<file path="config.mk">
export PLATFORM = sky130hd
export DESIGN_NAME = positional_list_store
export DESIGN_NICKNAME = d
export VERILOG_FILES = /design/src/hw/rtl/plc_pkg.sv /design/src/hw/rtl/plc_cell.sv /design/src/hw/rtl/positional_list_store.sv
export SDC_FILE = /design/constraint.sdc
export NUM_CORES = 1
export LEC_CHECK = 0
export BUFFER_PORTS_ARGS = -buffer_cell sky130_fd_sc_hd__buf_2
export CAP_MARGIN = 0
export CORE_MARGIN = 3
export CORE_UTILIZATION = 35
export DETAILED_ROUTE_END_ITERATION = 8
export GPL_ROUTABILITY_DRIVEN = 0
export SYNTH_ARGS = -nofsm -noshare
export SYNTH_HDL_FRONTEND = slang
export SYNTH_SLANG_ARGS = --single-unit
</file>
<file path="constraint.sdc">
create_clock -name clock -period 5 [get_ports clock]
set_input_delay 0.75 -clock clock [delete_from_list [all_inputs] [get_ports clock]]
set_output_delay 0.75 -clock clock [all_outputs]
set_load 0.005 [all_outputs]
</file>
<file path="src/hw/rtl/plc_pkg.sv">
// ----------------------------------------------------------------------------
// plc_pkg
// Shared types and constants for the positional list store: operation and
// status codes, the cell shift command and the request/response payloads.
// ----------------------------------------------------------------------------
package plc_pkg;

   localparam int CAPACITY_DEF = 16;

   typedef enum logic [2:0] {
      FN_READ   = 3'd0,
      FN_FIND   = 3'd1,
      FN_INSERT = 3'd2,
      FN_DELETE = 3'd3,
      FN_CLEAR  = 3'd4
   } func_type;

   typedef enum logic [1:0] {
      ST_OK     = 2'd0,
      ST_BADPOS = 2'd1,
      ST_FULL   = 2'd2
   } status_type;

   typedef enum logic [1:0] {
      SH_HOLD   = 2'd0,
      SH_INSERT = 2'd1,
      SH_DELETE = 2'd2
   } shift_type;

   // Broadcast to every cell of the chain
   typedef struct packed {
      shift_type   op;
      logic [4:0]  slot;
      logic [7:0]  value;
   } ctrl_type;

   typedef struct packed {
      logic [2:0] func;
      logic [4:0] position;
      logic [7:0] value;
   } req_type;

   typedef struct packed {
      logic [1:0] status;
      logic [7:0] data;
      logic [4:0] found_at;
      logic [4:0] length;
      logic       empty_res;
   } rsp_type;

endpackage

</file>
<file path="src/hw/rtl/plc_cell.sv">
// ----------------------------------------------------------------------------
// plc_cell
// One element slot of the list chain: holds a byte, takes the new value or its
// left neighbour's byte on insert, its right neighbour's on delete, and flags a
// match against the search value while it lies below the current length.
// ----------------------------------------------------------------------------
module plc_cell #(
   parameter int INDEX = 0,
   parameter int CNT_W = 5
) (
   input  logic                clock,
   input  plc_pkg::ctrl_type   ctrl,
   input  logic [CNT_W-1:0]    count,
   input  logic [7:0]          left_data,
   input  logic [7:0]          right_data,
   output logic [7:0]          data_out,
   output logic                hit
);

   logic [7:0] data_ff;
   logic [7:0] data_in;
   logic       at_slot;
   logic       past_slot;
   logic       occupied;

   assign at_slot   = (INDEX == int'(ctrl.slot));
   assign past_slot = (INDEX >  int'(ctrl.slot));
   assign occupied  = (INDEX <  int'(count));

   always_comb begin
      data_in = data_ff;
      case (ctrl.op)
         plc_pkg::SH_INSERT: begin
            if (at_slot) begin
               data_in = ctrl.value;
            end else if (past_slot) begin
               data_in = left_data;
            end
         end
         plc_pkg::SH_DELETE: begin
            if (at_slot || past_slot) begin
               data_in = right_data;
            end
         end
         default: begin
            data_in = data_ff;
         end
      endcase
   end

   always_ff @(posedge clock) begin
      data_ff <= data_in;
   end

   assign data_out = data_ff;
   assign hit      = occupied && (data_ff == ctrl.value);

endmodule

</file>
<file path="src/hw/rtl/positional_list_store.sv">
// The response is registered and appears in the cycle after the request
// transaction is accepted.
// One transaction per cycle unless a held response stalls the request side;
// each operation is one pass over the cells, all shifting or comparing at once.
// Reset clears the element count and the response valid; element bytes are
// not reset and are only read below the count.
// ----------------------------------------------------------------------------
// positional_list_store
// Ordered byte list addressed by 1-based position: read, find, insert,
// delete and clear, held in a chain of shifting cells.
// ----------------------------------------------------------------------------
module positional_list_store #(
   parameter int CAPACITY = plc_pkg::CAPACITY_DEF
) (
   input  logic              clock,
   input  logic              reset,
   input  logic              req_valid,
   output logic              req_ready,
   input  plc_pkg::req_type  req_payload,
   output logic              rsp_valid,
   input  logic              rsp_ready,
   output plc_pkg::rsp_type  rsp_payload
);

   localparam int CntW = $clog2(CAPACITY + 1);
   localparam int IdxW = $clog2(CAPACITY);
   localparam int CmpW = ((CntW > 5) ? CntW : 5) + 1;

   logic [CntW-1:0]   count_ff;
   logic [CntW-1:0]   count_in;
   logic              rsp_valid_ff;
   logic              rsp_valid_in;
   plc_pkg::rsp_type  rsp_ff;
   plc_pkg::rsp_type  rsp_in;
   plc_pkg::ctrl_type ctrl;

   logic [7:0]        cell_data [CAPACITY];
   logic [CAPACITY-1:0] hit;

   logic              accept;
   logic [CmpW-1:0]   pos_ext;
   logic [CmpW-1:0]   cnt_ext;
   logic              rd_ok;
   logic              ins_ok;
   logic              full;
   logic [4:0]        pos_m1;
   logic [IdxW-1:0]   rd_idx;
   logic [7:0]        rd_data;
   logic [4:0]        found;

   assign req_ready = !rsp_valid_ff || rsp_ready;
   assign accept    = req_valid && req_ready;

   assign pos_ext = CmpW'(req_payload.position);
   assign cnt_ext = CmpW'(count_ff);
   assign rd_ok   = (req_payload.position != 5'd0) && (pos_ext <= cnt_ext);
   assign ins_ok  = (req_payload.position != 5'd0) && (pos_ext <= cnt_ext + CmpW'(1));
   assign full    = (cnt_ext == CmpW'(CAPACITY));
   assign pos_m1  = req_payload.position - 5'd1;
   assign rd_idx  = IdxW'(pos_m1);
   assign rd_data = rd_ok ? cell_data[rd_idx] : 8'd0;

   // Cell command: shift only on an accepted, legal insert or delete
   always_comb begin
      ctrl.op    = plc_pkg::SH_HOLD;
      ctrl.slot  = pos_m1;
      ctrl.value = req_payload.value;
      if (accept) begin
         if (req_payload.func == plc_pkg::FN_INSERT && ins_ok && !full) begin
            ctrl.op = plc_pkg::SH_INSERT;
         end else if (req_payload.func == plc_pkg::FN_DELETE && rd_ok) begin
            ctrl.op = plc_pkg::SH_DELETE;
         end
      end
   end

   for (genvar i = 0; i < CAPACITY; i++) begin : g_cell
      logic [7:0] left_data;
      logic [7:0] right_data;
      if (i == 0) begin : g_first
         assign left_data = 8'd0;
      end else begin : g_mid_l
         assign left_data = cell_data[i-1];
      end
      if (i == CAPACITY - 1) begin : g_last
         assign right_data = 8'd0;
      end else begin : g_mid_r
         assign right_data = cell_data[i+1];
      end
      plc_cell #(
         .INDEX (i),
         .CNT_W (CntW)
      ) u_cell (
         .clock      (clock),
         .ctrl       (ctrl),
         .count      (count_ff),
         .left_data  (left_data),
         .right_data (right_data),
         .data_out   (cell_data[i]),
         .hit        (hit[i])
      );
   end

   // First matching position wins
   always_comb begin
      found = 5'd0;
      for (int i = CAPACITY - 1; i >= 0; i--) begin
         if (hit[i]) begin
            found = 5'(i + 1);
         end
      end
   end

   always_comb begin
      count_in        = count_ff;
      rsp_in.status   = plc_pkg::ST_OK;
      rsp_in.data     = 8'd0;
      rsp_in.found_at = 5'd0;
      case (req_payload.func)
         plc_pkg::FN_READ: begin
            if (rd_ok) begin
               rsp_in.data = rd_data;
            end else begin
               rsp_in.status = plc_pkg::ST_BADPOS;
            end
         end
         plc_pkg::FN_FIND: begin
            rsp_in.found_at = found;
         end
         plc_pkg::FN_INSERT: begin
            if (!ins_ok) begin
               rsp_in.status = plc_pkg::ST_BADPOS;
            end else if (full) begin
               rsp_in.status = plc_pkg::ST_FULL;
            end else begin
               count_in = count_ff + CntW'(1);
            end
         end
         plc_pkg::FN_DELETE: begin
            if (rd_ok) begin
               rsp_in.data = rd_data;
               count_in    = count_ff - CntW'(1);
            end else begin
               rsp_in.status = plc_pkg::ST_BADPOS;
            end
         end
         plc_pkg::FN_CLEAR: begin
            count_in = '0;
         end
         default: begin
            count_in = count_ff;
         end
      endcase
      rsp_in.length    = 5'(count_in);
      rsp_in.empty_res = (count_in == '0);
   end

   always_comb begin
      if (accept) begin
         rsp_valid_in = 1'b1;
      end else if (rsp_ready) begin
         rsp_valid_in = 1'b0;
      end else begin
         rsp_valid_in = rsp_valid_ff;
      end
   end

   always_ff @(posedge clock) begin
      if (reset) begin
         count_ff     <= '0;
         rsp_valid_ff <= 1'b0;
      end else begin
         rsp_valid_ff <= rsp_valid_in;
         if (accept) begin
            count_ff <= count_in;
         end
      end
   end

   // Payload register, no reset needed
   always_ff @(posedge clock) begin
      if (accept) begin
         rsp_ff <= rsp_in;
      end
   end

   assign rsp_valid   = rsp_valid_ff;
   assign rsp_payload = rsp_ff;

   a_count_bound : assert property (@(posedge clock) disable iff (reset)
      CmpW'(count_ff) <= CmpW'(CAPACITY))
      else $error("element count above capacity");

   a_clear_empties : assert property (@(posedge clock) disable iff (reset)
      accept && req_payload.func == plc_pkg::FN_CLEAR
      |=> rsp_valid && rsp_payload.empty_res && count_ff == '0)
      else $error("clear left elements behind");

   a_insert_grows : assert property (@(posedge clock) disable iff (reset)
      ctrl.op == plc_pkg::SH_INSERT |=> count_ff == $past(count_ff) + CntW'(1))
      else $error("insert did not grow the list");

   a_delete_shrinks : assert property (@(posedge clock) disable iff (reset)
      ctrl.op == plc_pkg::SH_DELETE |=> count_ff == $past(count_ff) - CntW'(1))
      else $error("delete did not shrink the list");

endmodule
</file>
# Word-level counts from Yosys, hierarchy flattened
# Index checks and enable logic that the tools add are counted.
[totals]
ff_bits = 155
in_bits = 20
output_inout_bits = 23
elab_cells = 300
[classes]
n_addsub = 4
order_cmp = 34
n_eq_ne = 70
n_mux = 95
bitwise = 2
n_reduce_logical = 68
[ops]
columns = ["operator", "count"]
rows = [
  ["$mux W8", 49],
  ["$pmux W8 S2", 16],
  ["$eq A8 B8 Y1", 16],
  ["$reduce_and A3 Y1", 16],
  ["$ne A3 B1 Y1 const B", 15],
  ["$eq A5 B5 Y1 const A", 8],
  ["$gt A4 B5 Y1 const A", 8],
  ["$lt A4 B5 Y1 const A", 8],
  ["$ne A2 B1 Y1 const B", 17],
  ["$bmux W8 S4", 1],
  ["$mux W4", 8],
  ["$logic_and A1 B1 Y1", 22],
  ["$eq A4 B5 Y1 const A", 4],
  ["$gt A3 B5 Y1 const A", 4],
  ["$lt A3 B5 Y1 const A", 4],
  ["$mux W5", 4],
  ["$logic_or A1 B1 Y1", 16],
  ["$reduce_or A16 Y1", 1],
  ["$pmux W5 S3", 1],
  ["$mux W2", 7],
  ["$mux W3", 4],
  ["$eq A3 B5 Y1 const A", 2],
  ["$gt A2 B5 Y1 const A", 2],
  ["$logic_not A5 Y1", 2],
  ["other kinds (28)", 38],
]

# Longest topological paths before layout
[logic_depth]
word_depth = 18
ltp_mapped = 15
depth_no_buf = 11

# Cells and area by module
# Synthesis repeated with hierarchy kept, for this count alone.
[hier_totals]
hier_cells = 1227
area_unflattened_um2 = 12204.2
[by_module_without_submodules]
columns = ["mod", "n_inst", "cells_per_inst", "area_per_inst_um2", "seq_area_each_um2"]
rows = [
  ["positional_list_store", 1, 242, 2765.2, 750.7],
  ["plc_cell (g_cell[11].u_cell ...)", 2, 63, 601.8, 240.2],
  ["plc_cell (g_cell[5].u_cell ...)", 2, 62, 569.3, 240.2],
  ["plc_cell (g_cell[10].u_cell)", 1, 66, 646.9, 240.2],
  ["plc_cell (g_cell[8].u_cell)", 1, 66, 639.4, 240.2],
  ["plc_cell (g_cell[15].u_cell)", 1, 63, 631.9, 240.2],
  ["plc_cell (g_cell[1].u_cell)", 1, 65, 615.6, 240.2],
  ["plc_cell (g_cell[9].u_cell)", 1, 66, 615.6, 240.2],
  ["plc_cell (g_cell[6].u_cell)", 1, 62, 593.1, 240.2],
  ["plc_cell (g_cell[4].u_cell)", 1, 65, 591.8, 240.2],
  ["plc_cell (g_cell[13].u_cell)", 1, 61, 589.3, 240.2],
  ["plc_cell (g_cell[2].u_cell)", 1, 63, 583.1, 240.2],
  ["plc_cell (g_cell[14].u_cell)", 1, 63, 565.5, 240.2],
  ["plc_cell (g_cell[3].u_cell)", 1, 62, 564.3, 240.2],
  ["plc_cell (g_cell[0].u_cell)", 1, 33, 460.4, 240.2],
]

# Worst setup path after synthesis
# Ideal clock, no wire load.
[synth_path]
path_kind = "input to register"
from = "input req_payload[8] (netlist bit)"
to = "register g_cell[1].u_cell.data_ff[0], enable pin"
arrival_ps = 3563
path_slack_ps = 1054
stages = 10
path_buffers = 3
cell_sequence = "buf_1 clkbuf_1 inv_1 ha_1 nor2_2 a211oi_2 nor3_4 o21ai_1 buf_2 nor3_1"
[synth_via]
elab_chain_cells = 9
elab_cells_between_ends = 21
classes_between = "add/sub (1); order compare (3); eq/ne (5); mux (3); reduce/logical (9)"
[synth_lines]
columns = ["item", "line", "source"]
rows = [
  ["start: declaration", "positional_list_store.sv:19", "input plc_pkg::req_type req_payload,"],
  ["$le A5 B5 Y1, or another cell as far along", "positional_list_store.sv:56", "assign rd_ok = (req_payload.position != 5'd0) && (pos_ext <= cnt_ext);"],
  ["$logic_and A1 B1 Y1, on equally long branches", "positional_list_store.sv:56, positional_list_store.sv:57", ""],
  ["$logic_and A1 B1 Y1, on equally long branches", "positional_list_store.sv:71, positional_list_store.sv:69", ""],
  ["$mux W2 / $logic_and A1 B1 Y1 (equally long branches)", "positional_list_store.sv:71, positional_list_store.sv:69", ""],
  ["$mux W2", "positional_list_store.sv:69", "if (req_payload.func == plc_pkg::FN_INSERT && ins_ok && !full) begin"],
  ["$mux W2", "positional_list_store.sv:68", "if (accept) begin"],
  ["$eq A2 B1 Y1 / $eq A2 B2 Y1 (equally long branches)", "plc_cell.sv:32", "case (ctrl.op)"],
  ["$ne A3 B1 Y1 (no line), or another cell as far along", "--", ""],
  ["$reduce_and A3 Y1 (no line) *", "--", ""],
  ["end signal: assignment", "plc_cell.sv:52", "data_ff <= data_in;"],
  ["end: declaration", "plc_cell.sv:20", "logic [7:0] data_ff;"],
]
# Every way passes the cells marked *; elsewhere a longest branch is shown, timed or not.
# A chain may end at the register's enable or synchronous reset.

# Worst setup path after layout
[layout_path]
from = "register count_ff[2]"
to = "register g_cell[4].u_cell.data_ff[6], enable pin"
[layout_via]
elab_chain_cells = 10
elab_cells_between_ends = 19
classes_between = "add/sub (1); order compare (2); eq/ne (5); mux (3); reduce/logical (8)"
[layout_lines]
columns = ["item", "line", "source"]
rows = [
  ["start: declaration", "positional_list_store.sv:29", "logic [CntW-1:0] count_ff;"],
  ["start signal: assignment", "positional_list_store.sv:175", "count_ff <= count_in;"],
  ["$add A5 B1 Y6", "positional_list_store.sv:57", "assign ins_ok = (req_payload.position != 5'd0) && (pos_ext <= cnt_ext + CmpW'(1));"],
  ["$le A5 B6 Y1", "positional_list_store.sv:57", ""],
  ["$logic_and A1 B1 Y1", "positional_list_store.sv:57", ""],
  ["$logic_and A1 B1 Y1 (2 in a row)", "positional_list_store.sv:69", ""],
  ["$mux W2 *", "positional_list_store.sv:69", ""],
  ["$mux W2 *", "positional_list_store.sv:68", ""],
  ["$eq A2 B1 Y1 / $eq A2 B2 Y1 (equally long branches)", "plc_cell.sv:32", ""],
  ["$ne A3 B1 Y1 (no line), or another cell as far along", "--", ""],
  ["$reduce_and A3 Y1 (no line) *", "--", ""],
  ["end signal: assignment", "plc_cell.sv:52", ""],
  ["end: declaration", "plc_cell.sv:20", ""],
]
# Marked as above.

==> impl_metrics.toml <==
[cts]
cts_tree = "done"
ctsHoldBuffers = 0
cts_sinks = 155
clockBufferDepth = 2
htreeDepth = 4
clk_latency_ns = 0.44
cts_buffers = 17
cts-root-buf = "clkbuf_16"
post_cts_resized = 0
clkTransAtPathRegs_ns = 0.06
post-cts-setup-buffer-count = 0

[yosys]
synth.top_cell.area_share = 0.389
synth_top_cell_by_area = "edfxtp_1"
synth-edff-count = 149
synth_top_flop_cell = "edfxtp_1"
syn_inst = 1096
synthesis.area_um2 = 11500
ys_warn_count = 0
ys_top_cells_by_area = "edfxtp_1 39%, mux2i_1 9.8%, mux4_2 7.8%"
async_reset_ff_frac = 0
synth_nets = 1134
avgSynthCellArea_um2 = 10.5
ys_ff_latch = 155
yosysUniqueCellTypes = 71
ys_seq_area_frac = 0.400

[setup_path]
cp_max_fo = 17
cp-end-kind = "flop"
required_ns = 5.06
cp-start-kind = "flop"
arrival_ns = 4.55
r2r_cells = 11
reg2reg_from = "count_ff[2]"
crit_path_start = "count_ff[2]"
crit_type = "reg2reg"

[layout]
final_nets = 1134
drive_gt1_frac = 0.152
layout_commonest_cell = "nand2_1"
nFillCells = 3101
antenna_cells = 0
area_delta_synth_final_pct = 9.09
layout_common_cells = "158 x nand2_1, 149 x edfxtp_1, 112 x mux2i_1"

[grt]
grt_pass1_vias = 8292
grt_usage = 0.201
grt_pass1_wl_um = 54000
grt_max_degree = 82
antenna_found_initial = 0
grt_overflow = 0

[pwr]
power.leakage_nw = 4.73
power_density_nw_per_um2 = 253
p_total_mw = 3.17
ir_drop_uv = 244

[route]
post_drt_wl_per_cell_um = 22.9
ant_nets = 0
wirelength_um = 35400
avgViaCountPerCell = 5.76
via_count = 8890
drtIter0Drc = 1510
drc_errors = 0
first_pass_iters = 6

[timing]
rsz0062_at_grt = "no"
fin_ws_ns = 0.514
finalHoldViolCount = 0
period_share = 0.897
max_freq_mhz = 223
setup_viol = 0
period_minus_slack_ns = 4.49
whs_ns = 0.515
drv_slew = 0
tns_ns = 0
worst_pin_slew_ns = 1.06
skew_ns = 0.00812
slew_headroom = 0.283

[place]
dp_hpwl_um = 25300
io_buffer_count = 42
place_ws_ns = 0.664

[die]
coreArea_um2 = 32000
die_height_um = 187
ios = 43
rows = 65
die_area_um2 = 35000
start_util = 0.360
dieWidth_um = 187

[outcome]
outcome = "finished, final reports clean"

[flow_run]
drv_cap = 0

[min_path]
hold_start = "rsp_valid"
whs_path_depth = 2
hold_class = "reg2reg"
==> synth_stat cells (5+ instances only) <==
| cell type | n |
|---|---|
| nand2_1 | 158 |
| edfxtp_1 | 149 |
| mux2i_1 | 112 |
| o21ai_1 | 104 |
| xor2_1 | 70 |
| xnor2_1 | 65 |
| mux4_2 | 40 |
| clkbuf_1 | 36 |
| buf_2 | 28 |
| nor2_1 | 27 |
| a21oi_1 | 21 |
| nand3_1 | 21 |
| nand4_1 | 19 |
| nor3_1 | 19 |
| nor4_1 | 19 |
| ha_1 | 18 |
| o21ai_0 | 18 |
| buf_6 | 14 |
| inv_1 | 14 |
| and2_1 | 13 |
| nand2b_1 | 11 |
| a211oi_1 | 9 |
| a21oi_2 | 8 |
| mux2_4 | 8 |
| nor2b_1 | 8 |
| dfxtp_1 | 6 |
| and3_1 | 5 |
| nand2_2 | 5 |
==> flip-flops by register name (all words and copies together), names as in the netlist <==
| register | cells |
|---|---|
| count_ff | 5 |
| rsp_valid | 1 |
| g_cell.u_cell.data_out | 128 |
| rsp_payload | 21 |
==> per-layer routing <==
| layer | routed length, um | vias up | part of all wire | global-route usage |
|---|---|---|---|---|
| li1 | - | 4048 | - | - |
| met1 | 15700 | 4253 | 0.44 | 0.296 |
| met2 | 15600 | 522 | 0.44 | 0.298 |
| met3 | 3450 | 67 | 0.097 | 0.0437 |
| met4 | 708 | 0 | 0.020 | 0.0564 |
| met5 | 0 | - | 0 | 0 |
==> cells by family (layout without fill, tap and decap cells) <==
family          after synthesis  in the layout  synth area share
compound gates              200            200             0.104
fa+ha+maj                    18             18            0.0196
mux                         160            160             0.186
flops                       155            155             0.400
buf+inv                      97            109            0.0442
xor+xnor                    136            136             0.104
simple gates                330            330             0.142
==> layout make-up <==
cell class / instances / area (um2) / area share
Tap cell: 435 / 544 / 0.0434
Multi-Input combinational cell: 844 / 6400 / 0.510
Timing Repair Buffer: 64 / 413 / 0.0329
Inverter: 14 / 52.6 / 0.00419
Clock buffer: 19 / 433 / 0.0345
Clock inverter: 12 / 103 / 0.00818
Sequential cell: 155 / 4590 / 0.367
==> power breakdown <==
| part | switching, mW | internal [mW] | leakage [nW] |
|---|---|---|---|
| clock | 0.561 | 0.678 | 0.256 |
| sequential | 0.0195 | 1.44 | 1.41 |
| combinational | 0.289 | 0.187 | 3.06 |
| total | 0.869 | 2.31 | 4.73 |
==> metrics by stage <==
step,cells,instance area [um2],util
after global routing,1543,12500,0.392
after global placement,1512,12000,0.375
after detailed placement,1512,12000,0.375
final,1543,12500,0.392
after floorplan,1096,11500,-
after CTS,1543,12500,0.392
==> worst max-delay path: stages, from the launching register on <==
cell and delay, ns:
dfxtp_1 0.66, inv_1 0.20, nor3_1 0.50, xnor2_1 0.19, ha_1 0.26, a21o_1 0.19, a21o_1 0.18, o21a_1 0.21
nor4_4 0.38, o21ai_1 0.36, buf_4 0.32, a21oi_1 0.65
==> final timing paths <==
| path | slack (ns) | to |
|---|---|---|
| setup / recovery | 0.51 | g_cell[4].u_cell.data_out[6] |
| setup reg to reg | 0.51 | g_cell[4].u_cell.data_out[6] |
| hold reg to reg | 0.52 | rsp_valid |
| hold / removal | 0.52 | rsp_valid |
Note: power is estimated with default switching activity, not from simulation.
